==> src/design/pptu_pkg.sv <==
// pptu_pkg: types, codes and helpers shared by the pcm player transport unit
// depends on nothing; every other file of the block uses it by scoped names
package pptu_pkg;

	// largest track count the wrap logic honors (the 5-bit index caps it at 32)
	localparam int MAX_TRACKS = 32;
	localparam int QUEUE_DEPTH = 2;

	// active-low button patterns
	localparam logic [3:0] BTN_NEXT = 4'hE;
	localparam logic [3:0] BTN_PLAY = 4'hD;
	localparam logic [3:0] BTN_STOP = 4'hB;
	localparam logic [3:0] BTN_BACK = 4'h7;

	localparam logic REQ_BUTTON = 1'b0;
	localparam logic REQ_FRAME  = 1'b1;

	// transport codes as seen on the result beat
	localparam logic [1:0] XPORT_STOPPED = 2'd0;
	localparam logic [1:0] XPORT_PLAYING = 2'd1;
	localparam logic [1:0] XPORT_PAUSED  = 2'd2;

	typedef enum logic [2:0] {
		ST_STOPPED = 3'b001,
		ST_PLAYING = 3'b010,
		ST_PAUSED  = 3'b100
	} xport_state_t;

	typedef enum logic [1:0] {
		MODE_NORMAL = 2'd0,
		MODE_HALF   = 2'd1,
		MODE_DOUBLE = 2'd2,
		MODE_MONO   = 2'd3
	} speed_mode_t;

	typedef struct packed {
		logic               req_type;
		logic [3:0]         button_pins;
		logic [1:0]         mode_switches;
		logic signed [15:0] left_in;
		logic signed [15:0] right_in;
		logic               frame_last;
	} req_t;

	typedef struct packed {
		logic               has_sample;
		logic signed [15:0] left_out;
		logic signed [15:0] right_out;
		logic [1:0]         transport;
		logic [4:0]         track_number;
		logic               restart_track;
		logic               frame_taken;
		logic               last_of_run;
	} rsp_t;

	// one queued command: the result beat and whether it goes out twice
	typedef struct packed {
		rsp_t beat;
		logic dup;
	} cmd_t;

	function automatic logic [1:0] xport_code(input xport_state_t st);
		logic [1:0] code;
		unique case (st)
			ST_PLAYING: code = XPORT_PLAYING;
			ST_PAUSED:  code = XPORT_PAUSED;
			default:    code = XPORT_STOPPED;
		endcase
		return code;
	endfunction

endpackage

==> src/design/pptu_front.sv <==
// pptu_front: accepts request beats, updates transport state, builds commands
// depends on pptu_pkg
module pptu_front (
	input  logic              clk,
	input  logic              arst_n,
	input  logic              cfg_we,
	input  logic [5:0]        cfg_wdata,
	input  logic              accept,
	input  pptu_pkg::req_t    req,
	output pptu_pkg::cmd_t    cmd
);

	localparam int CAP = (pptu_pkg::MAX_TRACKS < 32) ? pptu_pkg::MAX_TRACKS : 32;
	localparam logic [5:0] CAP6 = 6'(CAP);

	logic [5:0]             track_count_q;
	pptu_pkg::xport_state_t state_q, state_d;
	logic [4:0]             idx_q, idx_d;
	pptu_pkg::speed_mode_t  mode_q, mode_d;
	logic                   skip_q, skip_d;

	logic [5:0] n_eff;
	logic [5:0] idx_inc;
	logic [5:0] n_dec;
	logic signed [15:0] lo, ro;
	logic has, taken, restart, dup;

	always_comb begin
		if (track_count_q == 6'd0) begin
			n_eff = 6'd1;
		end else if (track_count_q > CAP6) begin
			n_eff = CAP6;
		end else begin
			n_eff = track_count_q;
		end
	end

	assign idx_inc = {1'b0, idx_q} + 6'd1;
	assign n_dec   = n_eff - 6'd1;

	always_comb begin
		state_d = state_q;
		idx_d   = idx_q;
		mode_d  = mode_q;
		skip_d  = skip_q;
		has     = 1'b0;
		taken   = 1'b0;
		restart = 1'b0;
		dup     = 1'b0;
		lo      = req.left_in;
		ro      = req.right_in;
		if (req.req_type == pptu_pkg::REQ_BUTTON) begin
			unique case (req.button_pins)
				pptu_pkg::BTN_NEXT, pptu_pkg::BTN_BACK: begin
					if (req.button_pins == pptu_pkg::BTN_NEXT) begin
						idx_d = (idx_inc >= n_eff) ? 5'd0 : idx_inc[4:0];
					end else begin
						idx_d = (idx_q == 5'd0 || {1'b0, idx_q} >= n_eff) ?
							n_dec[4:0] : idx_q - 5'd1;
					end
					if (state_q == pptu_pkg::ST_PLAYING) begin
						mode_d  = pptu_pkg::speed_mode_t'(req.mode_switches);
						restart = 1'b1;
					end else begin
						state_d = pptu_pkg::ST_STOPPED;
					end
					skip_d = 1'b0;
				end
				pptu_pkg::BTN_PLAY: begin
					if (state_q == pptu_pkg::ST_PLAYING) begin
						state_d = pptu_pkg::ST_PAUSED;
					end else begin
						// fresh start from stopped, not a resume
						if (state_q != pptu_pkg::ST_PAUSED) begin
							restart = 1'b1;
							skip_d  = 1'b0;
						end
						state_d = pptu_pkg::ST_PLAYING;
						mode_d  = pptu_pkg::speed_mode_t'(req.mode_switches);
					end
				end
				pptu_pkg::BTN_STOP: begin
					state_d = pptu_pkg::ST_STOPPED;
					skip_d  = 1'b0;
				end
				default: begin
				end
			endcase
		end else if (state_q == pptu_pkg::ST_PLAYING) begin
			taken = 1'b1;
			has   = 1'b1;
			unique case (mode_q)
				pptu_pkg::MODE_MONO:   lo = req.right_in;
				pptu_pkg::MODE_DOUBLE: begin
					has    = ~skip_q;
					skip_d = ~skip_q;
				end
				pptu_pkg::MODE_HALF:   dup = 1'b1;
				default: begin
				end
			endcase
			if (req.frame_last) begin
				state_d = pptu_pkg::ST_STOPPED;
				skip_d  = 1'b0;
			end
		end
	end

	always_comb begin
		cmd.dup                = dup;
		cmd.beat.has_sample    = has;
		cmd.beat.left_out      = has ? lo : 16'sd0;
		cmd.beat.right_out     = has ? ro : 16'sd0;
		cmd.beat.transport     = pptu_pkg::xport_code(state_d);
		cmd.beat.track_number  = idx_d;
		cmd.beat.restart_track = restart;
		cmd.beat.frame_taken   = taken;
		cmd.beat.last_of_run   = 1'b1;
	end

	always_ff @(posedge clk or negedge arst_n) begin
		if (!arst_n) begin
			track_count_q <= 6'd1;
			state_q       <= pptu_pkg::ST_STOPPED;
			idx_q         <= 5'd0;
			mode_q        <= pptu_pkg::MODE_NORMAL;
			skip_q        <= 1'b0;
		end else begin
			if (cfg_we) begin
				track_count_q <= cfg_wdata;
			end
			if (accept) begin
				state_q <= state_d;
				idx_q   <= idx_d;
				mode_q  <= mode_d;
				skip_q  <= skip_d;
			end
		end
	end

endmodule

==> src/design/pptu_queue.sv <==
// pptu_queue: short command fifo between front and back
// depends on pptu_pkg
module pptu_queue #(
	parameter int DEPTH = pptu_pkg::QUEUE_DEPTH
) (
	input  logic           clk,
	input  logic           arst_n,
	input  logic           push,
	input  pptu_pkg::cmd_t push_cmd,
	input  logic           pop,
	output logic           full,
	output logic           not_empty,
	output pptu_pkg::cmd_t head
);

	localparam int PW = (DEPTH > 1) ? $clog2(DEPTH) : 1;
	localparam int CW = $clog2(DEPTH + 1);
	localparam logic [PW-1:0] LAST_PTR = PW'(DEPTH - 1);
	localparam logic [CW-1:0] DEPTH_C  = CW'(DEPTH);

	pptu_pkg::cmd_t  mem_q [DEPTH];
	logic [PW-1:0]   wr_ptr_q, rd_ptr_q;
	logic [CW-1:0]   count_q;

	assign full      = (count_q == DEPTH_C);
	assign not_empty = (count_q != '0);
	assign head      = mem_q[rd_ptr_q];

	always_ff @(posedge clk) begin
		if (push) begin
			mem_q[wr_ptr_q] <= push_cmd;
		end
	end

	always_ff @(posedge clk or negedge arst_n) begin
		if (!arst_n) begin
			wr_ptr_q <= '0;
			rd_ptr_q <= '0;
			count_q  <= '0;
		end else begin
			if (push) begin
				wr_ptr_q <= (wr_ptr_q == LAST_PTR) ? '0 : wr_ptr_q + PW'(1);
			end
			if (pop) begin
				rd_ptr_q <= (rd_ptr_q == LAST_PTR) ? '0 : rd_ptr_q + PW'(1);
			end
			if (push && !pop) begin
				count_q <= count_q + CW'(1);
			end else if (pop && !push) begin
				count_q <= count_q - CW'(1);
			end
		end
	end

endmodule

==> src/design/pptu_back.sv <==
// pptu_back: drains commands into result beats, repeating half-speed frames
// depends on pptu_pkg
module pptu_back (
	input  logic           clk,
	input  logic           arst_n,
	input  logic           q_valid,
	input  pptu_pkg::cmd_t q_head,
	output logic           q_pop,
	output logic           rsp_valid,
	input  logic           rsp_stall,
	output pptu_pkg::rsp_t rsp
);

	logic           valid_q;
	logic           rep_q;
	pptu_pkg::rsp_t beat_q;
	pptu_pkg::rsp_t load_beat;
	logic           advance;
	logic           repeat_now;

	assign advance    = !valid_q || !rsp_stall;
	assign repeat_now = valid_q && rep_q;
	assign q_pop      = advance && !repeat_now && q_valid;
	assign rsp_valid  = valid_q;
	assign rsp        = beat_q;

	// first beat of a repeated frame is not the closing one
	always_comb begin
		load_beat             = q_head.beat;
		load_beat.last_of_run = !q_head.dup;
	end

	always_ff @(posedge clk) begin
		if (advance) begin
			if (repeat_now) begin
				beat_q.last_of_run <= 1'b1;
			end else if (q_valid) begin
				beat_q <= load_beat;
			end
		end
	end

	always_ff @(posedge clk or negedge arst_n) begin
		if (!arst_n) begin
			valid_q <= 1'b0;
			rep_q   <= 1'b0;
		end else if (advance) begin
			if (repeat_now) begin
				rep_q <= 1'b0;
			end else begin
				valid_q <= q_valid;
				rep_q   <= q_valid && q_head.dup;
			end
		end
	end

endmodule

==> src/design/pcm_player_transport_unit.sv <==
// pcm_player_transport_unit: a request beat passes the queue, then the result register
// throughput one request per cycle while the queue has room; a half-speed frame adds a closing beat
// the single result register, one beat per cycle unless rsp_stall holds it, sets that figure
// arst_n clears transport to stopped, track 0, normal speed, track_count 1 and the queue
// depends on pptu_pkg, pptu_front, pptu_queue, pptu_back
module pcm_player_transport_unit #(
	parameter int QUEUE_DEPTH = pptu_pkg::QUEUE_DEPTH
) (
	input  logic           clk,
	input  logic           arst_n,
	// track count register
	input  logic           cfg_we,
	input  logic [5:0]     cfg_wdata,
	// request channel
	input  logic           req_valid,
	output logic           req_stall,
	input  pptu_pkg::req_t req,
	// result channel
	output logic           rsp_valid,
	input  logic           rsp_stall,
	output pptu_pkg::rsp_t rsp
);

	logic           accept;
	logic           q_full;
	logic           q_valid;
	logic           q_pop;
	pptu_pkg::cmd_t front_cmd;
	pptu_pkg::cmd_t q_head;

	// the front only waits for room in the queue, never for the result side
	assign req_stall = q_full;
	assign accept    = req_valid && !q_full;

	// front: classify the beat and advance transport state in the same cycle
	pptu_front u_front (
		.clk       (clk),
		.arst_n    (arst_n),
		.cfg_we    (cfg_we),
		.cfg_wdata (cfg_wdata),
		.accept    (accept),
		.req       (req),
		.cmd       (front_cmd)
	);

	// queue decouples the two stall domains
	pptu_queue #(
		.DEPTH (QUEUE_DEPTH)
	) u_queue (
		.clk       (clk),
		.arst_n    (arst_n),
		.push      (accept),
		.push_cmd  (front_cmd),
		.pop       (q_pop),
		.full      (q_full),
		.not_empty (q_valid),
		.head      (q_head)
	);

	// back: one or two result beats per command
	pptu_back u_back (
		.clk       (clk),
		.arst_n    (arst_n),
		.q_valid   (q_valid),
		.q_head    (q_head),
		.q_pop     (q_pop),
		.rsp_valid (rsp_valid),
		.rsp_stall (rsp_stall),
		.rsp       (rsp)
	);

	// the first beat of a repeated frame is followed by its closing beat with the same has_sample and left_out
	a_repeat_follows: assert property (@(posedge clk) disable iff (!arst_n)
		rsp_valid && !rsp_stall && !rsp.last_of_run |=>
			rsp_valid && rsp.last_of_run && rsp.has_sample == $past(rsp.has_sample)
			&& rsp.left_out == $past(rsp.left_out))
		else $error("repeat beat missing or altered");

	// a beat without a sample carries zero samples
	a_silent_zero: assert property (@(posedge clk) disable iff (!arst_n)
		rsp_valid && !rsp.has_sample |-> rsp.left_out == 16'sd0 && rsp.right_out == 16'sd0)
		else $error("samples set on silent beat");

	// a restart request only comes with playing transport
	a_restart_playing: assert property (@(posedge clk) disable iff (!arst_n)
		rsp_valid && rsp.restart_track |-> rsp.transport == pptu_pkg::XPORT_PLAYING)
		else $error("restart while not playing");

	// a refused frame never yields a sample
	a_refused_silent: assert property (@(posedge clk) disable iff (!arst_n)
		rsp_valid && !rsp.frame_taken |-> !rsp.has_sample)
		else $error("sample without consumed frame");

endmodule
==> config.mk <==
export PLATFORM = sky130hd
export DESIGN_NAME = pcm_player_transport_unit
export DESIGN_NICKNAME = d
export VERILOG_FILES = /design/src/design/pptu_pkg.sv /design/src/design/pptu_front.sv /design/src/design/pptu_queue.sv /design/src/design/pptu_back.sv /design/src/design/pcm_player_transport_unit.sv
export SDC_FILE = /design/constraint.sdc
export NUM_CORES = 1
export LEC_CHECK = 0
export BUFFER_PORTS_ARGS = -buffer_cell sky130_fd_sc_hd__clkbuf_2
export CAP_MARGIN = 25
export CORE_ASPECT_RATIO = 1.4
export CORE_MARGIN = 5
export CORE_UTILIZATION = 40
export CTS_CLUSTER_SIZE = 10
export DETAILED_ROUTE_END_ITERATION = 8
export GPL_ROUTABILITY_DRIVEN = 0
export SYNTH_ARGS = -nofsm -noshare
export SYNTH_HDL_FRONTEND = slang
export SYNTH_SLANG_ARGS = --single-unit
==> constraint.sdc <==
create_clock -name clk -period 4.1 [get_ports clk]
set_input_delay 0.82 -clock clk [delete_from_list [all_inputs] [get_ports clk]]
set_output_delay 0.82 -clock clk [all_outputs]
set_load 0.05 [all_outputs]
==> results.yml, run 1 <==
timing:
  finalCritPeriodShare_pct: 89.9
  fin_worst_skew_ps: 8.21
  max_freq_ghz: 0.271
  rsz0062_at_grt: "no"
  worst_slew_pin_slew_ps: 805
  fin_crit_ps: 3690
  setup_ws_ps: 413
  hold_violations: 0
  fin_tns_setup_ps: 0
  slew_headroom_pct: 46.2
  setup_viol: 0
  slew_viol_final: 0
cts:
  htreeDepth: 4
  clock_latency_ps: 420
  numCtsBuffers: 17
  clock-root-buffer: "clkbuf_16"
  cts_num_sinks: 152
  cts_setup_buffers: 0
  holdBufCountCts: 0
  path_clk_slew_ps: 60
  cts_resized: 0
  cts_tree: "yes"
  cts.path.max_buffers: 2
run_status:
  status: "complete, no violations"
cells_and_area:
  area_growth_pct: 20.3
  stdcell_area_sq_um: 7950
  num_antenna_cells: 0
  stdcell_count: 787
  nNetsFinal: 641
  drive_gt1_share_pct: 33.5
placement:
  post-place-ws_ps: 292
  dpl_cell_area_sq_um: 7310
  io_buffers: 95
  dp.cells: 751
  dp.final_hpwl_um: 9130
grt:
  antenna_found_initial: 0
  grt_pass1_wl_um: 22200
  top_usage_layer: "met2"
  track_usage_pct: 14.8
  first_global_vias: 4304
  grt_use_met1_pct: 17.3
  met2_usage_pct: 25.6
  grtUsageMet3_pct: 3.45
  grt_max_degree: 44
  grt_overflow: 0
route:
  via_per_inst: 5.21
  drcViolationCount: 0
  vias: 4098
  dr.first_iter.drc_count: 307
  postRouteAntennaNets: 0
  wl_um: 13600
  first_pass_iters: 4
  wire_per_inst_um: 17.2
worst_setup_path:
  path_max_fanout: 6
  cp_slowest_stage_delay_ps: 420
  critPathLaunchType: "flip-flop"
  rr_startpoint: "u_front.track_count_q[3]$_DFFE_PN0P_"
  ff2ff_path_depth: 16
  cpMostUsedCell: "o21ai_0"
  cp_slowest_cell: "dfrtp_1"
  crit_arrival_ps: 3830
  r2r_end: "u_queue.mem_q[0][7]$_DFFE_PP_"
  crit_chain: "nor3_1 > a21oi_1 > nor2_1 > ha_1 > nor2b_1 > o21ai_0 > a41oi_4 > nor2_1 > a21oi_1 > ha_1 > inv_1 > o31ai_1 > o21ai_0 > mux2_2 > a22oi_1 > o21ai_0"
  critPathRequiredTime_ps: 4240
  critPathKind: "flip-flop to flip-flop"
  reg2reg_slack_ps: 410
  end_kind: "flip-flop"
power_and_ir_drop:
  clkPwrFrac_pct: 22.7
  vdd_drop_max_uv: 289
  p_comb_share_pct: 37.8
  leakagePower_nw: 3.18
  power.density_nw_per_um2: 860
  p_sw_share_pct: 38.4
  p_sw_w: 0.00262
  power.share.sequential_pct: 39.5
  p_int_w: 0.00421
logic_synthesis:
  synth-seq-cells: 152
  synth_nets: 538
  ys_warn_count: 0
  ys_types: 51
  async_flop_share_pct: 15.1
  synth_edf_count: 129
  syn_area_per_cell_sq_um: 14.0
  synthesis.area_sq_um: 6610
  synth_most_common_cell: "edfxtp_1"
  synthesis.instances: 472
  synth.top_cells.by_count: "129 x edfxtp_1, 64 x nand2_1, 49 x mux2_2, 24 x a21oi_1, 21 x dfrtp_1"
  post-synth-top-area-cell: "edfxtp_1"
  yosysSeqAreaShare_pct: 67.4
  synth.area.top_cells: "edfxtp_1 59%, mux2_2 8.4%, dfrtp_1 8.0%"
  synth_top_area_share_pct: 58.6
  ys.flop_type: "edfxtp_1"
die:
  coreArea_sq_um: 16200
  die_w_um: 119
  dieArea_sq_um: 19200
  placementRows: 55
  start_util_pct: 40.7
  io_pins: 96
  die_y_um: 162
job:
  max_cap_viol_count: 0
worst_hold_path:
  hp-class: "primary input to asynchronous set/reset pin"
[layout make-up]
class | count | area, sq um
sequential | 152 | 4450
fill | 1394 | 8290
timing repair buffer | 104 | 581
multi-input combinational | 288 | 2030
clock buffer | 17 | 425
clock inverter | 15 | 166
inverter | 12 | 45.0
tap | 199 | 249
[sequential cells by signal, indices dropped and copies added, names as in the netlist]
signal,count
u_back.rep_q,1
u_back.rsp,43
u_back.rsp_valid,1
u_front.idx_q,5
u_front.mode_q,2
u_front.skip_q,1
u_front.state_q,3
u_front.track_count_q,6
u_queue.count_q,2
u_queue.mem_q,86
u_queue.rd_ptr_q,1
u_queue.wr_ptr_q,1
[kinds of logic (layout without fill, tap and decap cells)]
family / count (synthesis) / after routing / synth area share (%)
adders and majority gates: 15 / 15 / 2.84
muxes: 53 / 53 / 9.03
and+or+nand+nor: 138 / 138 / 10.2
buffers and inverters: 32 / 148 / 2.06
DFF: 152 / 152 / 67.4
AOI/OAI and AO/OA: 68 / 68 / 6.51
xor gates and xnor gates: 14 / 14 / 1.97
[how the worst max path moves through the flow]
stage,from,end,slack (ps),cells past startpoint
floorplan,u_front.track_count_q[3]$_DFFE_PN0P_,u_queue.mem_q[0][7]$_DFFE_PP_,810,15
global placement,u_front.track_count_q[3]$_DFFE_PN0P_,u_queue.mem_q[0][7]$_DFFE_PP_,480,15
detailed placement,u_front.track_count_q[3]$_DFFE_PN0P_,u_queue.mem_q[1][7]$_DFFE_PP_,290,16
CTS,u_front.track_count_q[3]$_DFFE_PN0P_,u_queue.mem_q[0][7]$_DFFE_PP_,280,16
global route,u_front.track_count_q[3]$_DFFE_PN0P_,u_queue.mem_q[0][7]$_DFFE_PP_,50,15
finish,u_front.track_count_q[3]$_DFFE_PN0P_,u_queue.mem_q[0][7]$_DFFE_PP_,410,16
[layout by cell type, fill, tap and decap left out, types with 9 or more instances in the layout]
cell / Yosys / layout
and3_1: 20 / 19
nor2_1: 17 / 16
edfxtp_1: 129 / 129
inv_1: 10 / 9
o21ai_0: 17 / 17
clkbuf_16: 0 / 17
a21oi_1: 24 / 24
mux2_2: 49 / 49
ha_1: 15 / 15
dfrtp_1: 21 / 20
nand2_1: 64 / 64
clkbuf_2: 1 / 95
[metrics by stage]
step | power, W | hold WS [ps] | utilization [%]
5_1_grt | 0.00723 | 434 | 48.9
6_report | 0.00683 | 401 | 48.9
4_1_cts | 0.00685 | 404 | 48.7
3_3_place_gp | 0.00519 | 489 | 44.8
2_1_floorplan | 0.00462 | 461 | -
3_5_place_dp | 0.00529 | 500 | 45.0
[layer usage]
layer	wire length (um)	part of all wire [%]
met4	401	3.0
met3	528	3.9
met5	0	0
met2	6970	51
met1	5680	42
[power groups by stage]
stage                     Sequential, W  Clock, W  Combinational [W]
after floorplan                 0.00334         0            0.00128
after global placement          0.00280         0            0.00240
after detailed placement        0.00274         0            0.00255
after CTS                       0.00271   0.00158            0.00256
after global routing            0.00276   0.00167            0.00280
final                           0.00270   0.00155            0.00258
[critical path, delay by kind of cell, from the launching register on]
| kind | cells | cell delay [ps] |
|---|---|---|
| AND/OR/NAND/NOR | 4 | 720 |
| adder cells (fa/ha/maj) | 2 | 560 |
| AO/OA/AOI/OAI | 8 | 1360 |
| flip-flops | 1 | 420 |
| buffers and inverters | 1 | 80 |
| multiplexers | 1 | 280 |
Power figures use the tool's default switching activity.
==> run 2: changes to the inputs <==
Clock period 4.1 ns to 3.09 ns, I/O delays scaled along.
==> run 2 against run 1 <==
- setup slack lost 360 ps
- largest power group unchanged
- global-route usage grew 0.063 points
- combinational power grew 36%
- largest cell class unchanged
- non-clock buffer count grew 11
- clock power grew 33%
- utilization grew 0.55 points
==> results.yml, run 2 (synthesis results as in run 1) <==
timing:
  slew_viol_final: 0
  hold_violations: 0
  rsz0062_at_grt: "yes"
  slew_headroom_pct: 50.1
  setup_ws_ps: 48.7
  worst_slew_pin_slew_ps: 746
  fin_tns_setup_ps: 0
  fin_crit_ps: 3040
  max_freq_ghz: 0.329
  finalCritPeriodShare_pct: 98.4
  setup_viol: 0
  fin_worst_skew_ps: 6.48
grt:
  grt_max_degree: 44
  grt_pass1_wl_um: 22400
  antenna_found_initial: 0
  first_global_vias: 4472
  grt_overflow: 0
  track_usage_pct: 14.8
route:
  via_per_inst: 5.23
  wire_per_inst_um: 17.5
  first_pass_iters: 4
  vias: 4174
  postRouteAntennaNets: 0
  met2_length_um: 7460
  drcViolationCount: 0
  met3_length_um: 728
  wl_um: 14000
  top_layer: "met4"
  dr.first_iter.drc_count: 280
  wl_met1_um: 5520
cts:
  cts.path.max_buffers: 2
  path_clk_slew_ps: 70
  cts_num_sinks: 152
  clock-root-buffer: "clkbuf_16"
  clock_latency_ps: 420
  numCtsBuffers: 17
  cts_setup_buffers: 0
  htreeDepth: 4
  holdBufCountCts: 0
  cts_tree: "yes"
worst_setup_path:
  crit_chain: "nor3_2 > a21oi_1 > nor2_1 > ha_1 > nor2b_2 > o21ai_2 > a41oi_4 > mux2i_1 > ha_2 > inv_2 > o31ai_2 > o21ai_1 > mux2_2 > a22oi_2 > o21ai_2"
  critPathKind: "flip-flop to flip-flop"
  reg2reg_slack_ps: 50
  critPathRequiredTime_ps: 3250
  worst-path-stages: 15
  path_buf_inv: 1
  crit_arrival_ps: 3200
  cp_slowest_stage_delay_ps: 390
  ff2ff_path_depth: 15
  cpMostUsedCell: "o21ai_2"
  end_kind: "flip-flop"
  path_max_fanout: 4
  crit_family: "compound AO/OA/AOI/OAI gates"
  cp_slowest_cell: "dfrtp_1"
  critPathLaunchType: "flip-flop"
die:
  dieArea_sq_um: 19200
  io_pins: 96
  placementRows: 55
  coreArea_sq_um: 16200
  die_w_um: 119
  start_util_pct: 40.7
  die_y_um: 162
power_and_ir_drop:
  power.density_nw_per_um2: 1140
  leakagePower_nw: 3.22
  vdd_drop_max_uv: 425
placement:
  dpl_cell_area_sq_um: 7430
  dp.final_hpwl_um: 9630
  io_buffers: 95
  dp.cells: 766
  post-place-ws_ps: 35.6
run_status:
  status: "complete, no violations"
cells_and_area:
  ff_latch_area_sq_um: 4450
  multi_input_area_sq_um: 2060
  top_register: "u_queue.mem_q"
  area_growth_pct: 21.6
  nNetsFinal: 652
  stdcell_count: 798
  final_cell_mix: "129 x edfxtp_1, 95 x clkbuf_2, 64 x nand2_1"
  num_antenna_cells: 0
  final_common_cell: "edfxtp_1"
  stdcell_area_sq_um: 8040
  drive_gt1_share_pct: 36.4
  largest_reg_flops: 86
  fillCellCount: 1418
job:
  max_cap_viol_count: 0
worst_hold_path:
  hp-class: "primary input to asynchronous set/reset pin"
-- run 2: path summary, 6_finish.rpt --
check	from	endpoint
setup / recovery	u_front.track_count_q[4]$_DFFE_PN0P_	u_queue.mem_q[1][7]$_DFFE_PP_
min in group clk	cfg_wdata[1]	u_front.track_count_q[1]$_DFFE_PN0P_
max in group asynchronous	arst_n	u_queue.rd_ptr_q$_DFFE_PN0P_
hold reg to reg	u_front.skip_q$_DFFE_PN0P_	u_front.skip_q$_DFFE_PN0P_
setup reg to reg	u_front.track_count_q[4]$_DFFE_PN0P_	u_queue.mem_q[1][7]$_DFFE_PP_
hold / removal	arst_n	u_front.track_count_q[1]$_DFFE_PN0P_
-- run 2: final cells by class --
class	count	area share, %
multi-input cells	288	25.6
inverters	12	0.560
repair buffers	115	7.94
well taps	199	3.10
flip-flops and latches	152	55.4
clock inverters	15	2.07
clock buffers	17	5.29
-- run 2: report_power, final --
| group | switching [W] | total [W] | leakage, nW | internal, W |
|---|---|---|---|---|
| combinational | 0.00232 | 0.00350 | 1.44 | 0.00118 |
| clock | 0.000858 | 0.00206 | 0.275 | 0.00120 |
| sequential | 0.000365 | 0.00359 | 1.51 | 0.00323 |
| total | 0.00354 | 0.00916 | 3.22 | 0.00562 |
-- run 2: metrics by stage --
| stage | util [%] | total power [W] | hold WS, ps |
|---|---|---|---|
| 2_1_floorplan | - | 0.00615 | 322 |
| 3_3_place_gp | 45.7 | 0.00705 | 490 |
| 3_5_place_dp | 45.7 | 0.00714 | 502 |
| 4_1_cts | 49.4 | 0.00922 | 212 |
| 5_1_grt | 49.5 | 0.00964 | 254 |
| 6_report | 49.5 | 0.00916 | 207 |
-- run 2: per-layer routing --
layer  track usage [%]  up-vias
li1                  -     1980
met1              16.0     2046
met2              27.5      124
met3              4.14       24
met4              5.69        0
met5                 0        -
-- run 2: timing repair --
action                                  4_1_cts  5_1_grt
endpoints found under the setup margin        0        4
hold endpoints to repair                      0        0
gates resized for setup                       0        7
==> run 3: changes to the inputs <==
Clock period 3.09 ns to 3.4 ns, I/O delays scaled along.
==> run 3 against run 2 <==
- non-clock buffer count stayed put
- cell count down 0.25%
- sequential share of layout area is 0.39 points higher
- critical path depth stayed put
- count of clock-buffer cells in the layout increased by 1
==> results.yml, run 3 (synthesis results as in run 1) <==
cells_and_area:
  nNetsFinal: 652
  largest_reg_flops: 86
  postLayoutCoreUtil_pct: 49.1
  top_register: "u_queue.mem_q"
  final_cell_mix: "129 x edfxtp_1, 95 x clkbuf_2, 64 x nand2_1"
  stdcell_area_sq_um: 7980
  num_antenna_cells: 0
  final_common_cell: "edfxtp_1"
  stdcell_count: 796
  drive_gt1_share_pct: 34.8
  area_growth_pct: 20.8
cts:
  clock-root-buffer: "clkbuf_16"
  numCtsBuffers: 17
  cts_num_sinks: 152
  clock_latency_ps: 410
  cts_tree: "yes"
  htreeDepth: 4
  path_clk_slew_ps: 60
  cts.path.max_buffers: 2
timing:
  setup_viol: 0
  hold_violations: 0
  slew_viol_final: 0
  fin_worst_skew_ps: 7.73
  max_freq_ghz: 0.320
  worst_slew_pin_slew_ps: 795
  fin_crit_ps: 3120
  slew_headroom_pct: 46.9
  finalCritPeriodShare_pct: 91.8
power_and_ir_drop:
  power_w: 0.00821
  leakagePower_nw: 3.21
  power.share.sequential_pct: 39.4
  clkPwrFrac_pct: 21.6
  p_sw_share_pct: 38.0
  power.density_nw_per_um2: 1030
  vdd_drop_max_uv: 341
  p_sw_w: 0.00312
  p_comb_share_pct: 39.0
  p_int_w: 0.00509
worst_hold_path:
  hp-class: "primary input to asynchronous set/reset pin"
route:
  via_per_inst: 5.16
  drcViolationCount: 0
  first_pass_iters: 4
  dr.first_iter.drc_count: 279
  postRouteAntennaNets: 0
  vias: 4108
  wl_um: 13800
  wire_per_inst_um: 17.4
placement:
  dp.final_hpwl_um: 9550
  io_buffers: 95
  dp.cells: 765
  dpl_cell_area_sq_um: 7410
die:
  start_util_pct: 40.7
  placementRows: 55
  die_w_um: 119
  coreArea_sq_um: 16200
  die_y_um: 162
  dieArea_sq_um: 19200
  io_pins: 96
worst_setup_path:
  critPathKind: "flip-flop to flip-flop"
  rr_startpoint: "u_front.track_count_q[3]$_DFFE_PN0P_"
  critPathLaunchType: "flip-flop"
  crit_arrival_ps: 3260
  worstSetupStartpoint: "u_front.track_count_q[3]$_DFFE_PN0P_"
  end_kind: "flip-flop"
  critPathRequiredTime_ps: 3540
  path_max_fanout: 5
grt:
  antenna_found_initial: 0
  track_usage_pct: 14.7
  first_global_vias: 4297
  grt_max_degree: 44
  grt_overflow: 0
  grt_pass1_wl_um: 22300
run_status:
  status: "complete, no violations"
job:
  max_cap_viol_count: 0
-- run 3: routing by layer --
metal	share of wire, %	GRT usage, %
met1	42	17.2
met5	0	0
met2	52	26.0
met3	4.4	3.52
met4	1.9	5.85
-- run 3: layout make-up --
cell class / instances / area [sq um]
well taps: 199 / 249
fillers: 1369 / 8260
clock buffers: 18 / 429
clock inverters: 12 / 129
repair buffers: 115 / 638
multi-input cells: 288 / 2040
inverters: 12 / 45.0
flip-flops and latches: 152 / 4450
-- run 3: power groups by stage --
stage	registers [W]	logic [W]	clock network, W
after floorplan	0.00403	0.00154	0
after detailed placement	0.00327	0.00321	0
final	0.00323	0.00320	0.00177
after CTS	0.00324	0.00322	0.00182
after global placement	0.00333	0.00306	0
after global routing	0.00330	0.00347	0.00190
-- run 3: per-stage QoR --
step | setup TNS, ps | worst slack (ps) | hold slack [ps]
finish | 0 | 279 | 273
detailed placement | 0 | 58.1 | 496
CTS | 0 | 43.4 | 284
global placement | 0 | 145 | 487
global route | -0.360 | -0.193 | 312
floorplan | 0 | 110 | 384
-- run 3: worst paths after layout --
check	slack, ps	endpoint	depth (start not counted)
max	280	u_queue.mem_q[1][7]$_DFFE_PP_	15
min	270	u_front.track_count_q[4]$_DFFE_PN0P_	1
max reg2reg	280	u_queue.mem_q[1][7]$_DFFE_PP_	15
min reg2reg	520	u_queue.count_q[1]$_DFFE_PN0P_	1
max in group asynchronous	2680	u_queue.rd_ptr_q$_DFFE_PN0P_	1
min in group clk	480	u_front.track_count_q[5]$_DFFE_PN0P_	3
-- run 3: repair_timing --
item	in CTS	in global routing
resized for setup	0	3
hold buffers	0	0
buffers inserted	0	1
endpoints found under the setup margin	0	3
-- run 3: worst max-delay path, cell delays in order (launching register included) --
cell,delay [ps]
dfrtp_1,390
nor3_2,220
a21oi_1,90
nor2_1,150
ha_1,260
nor2b_1,100
o21ai_0,140
a41oi_4,220
mux2i_1,220
ha_1,190
inv_1,60
o31ai_1,170
o21ai_0,100
mux2_2,280
a22oi_2,150
o21ai_1,110
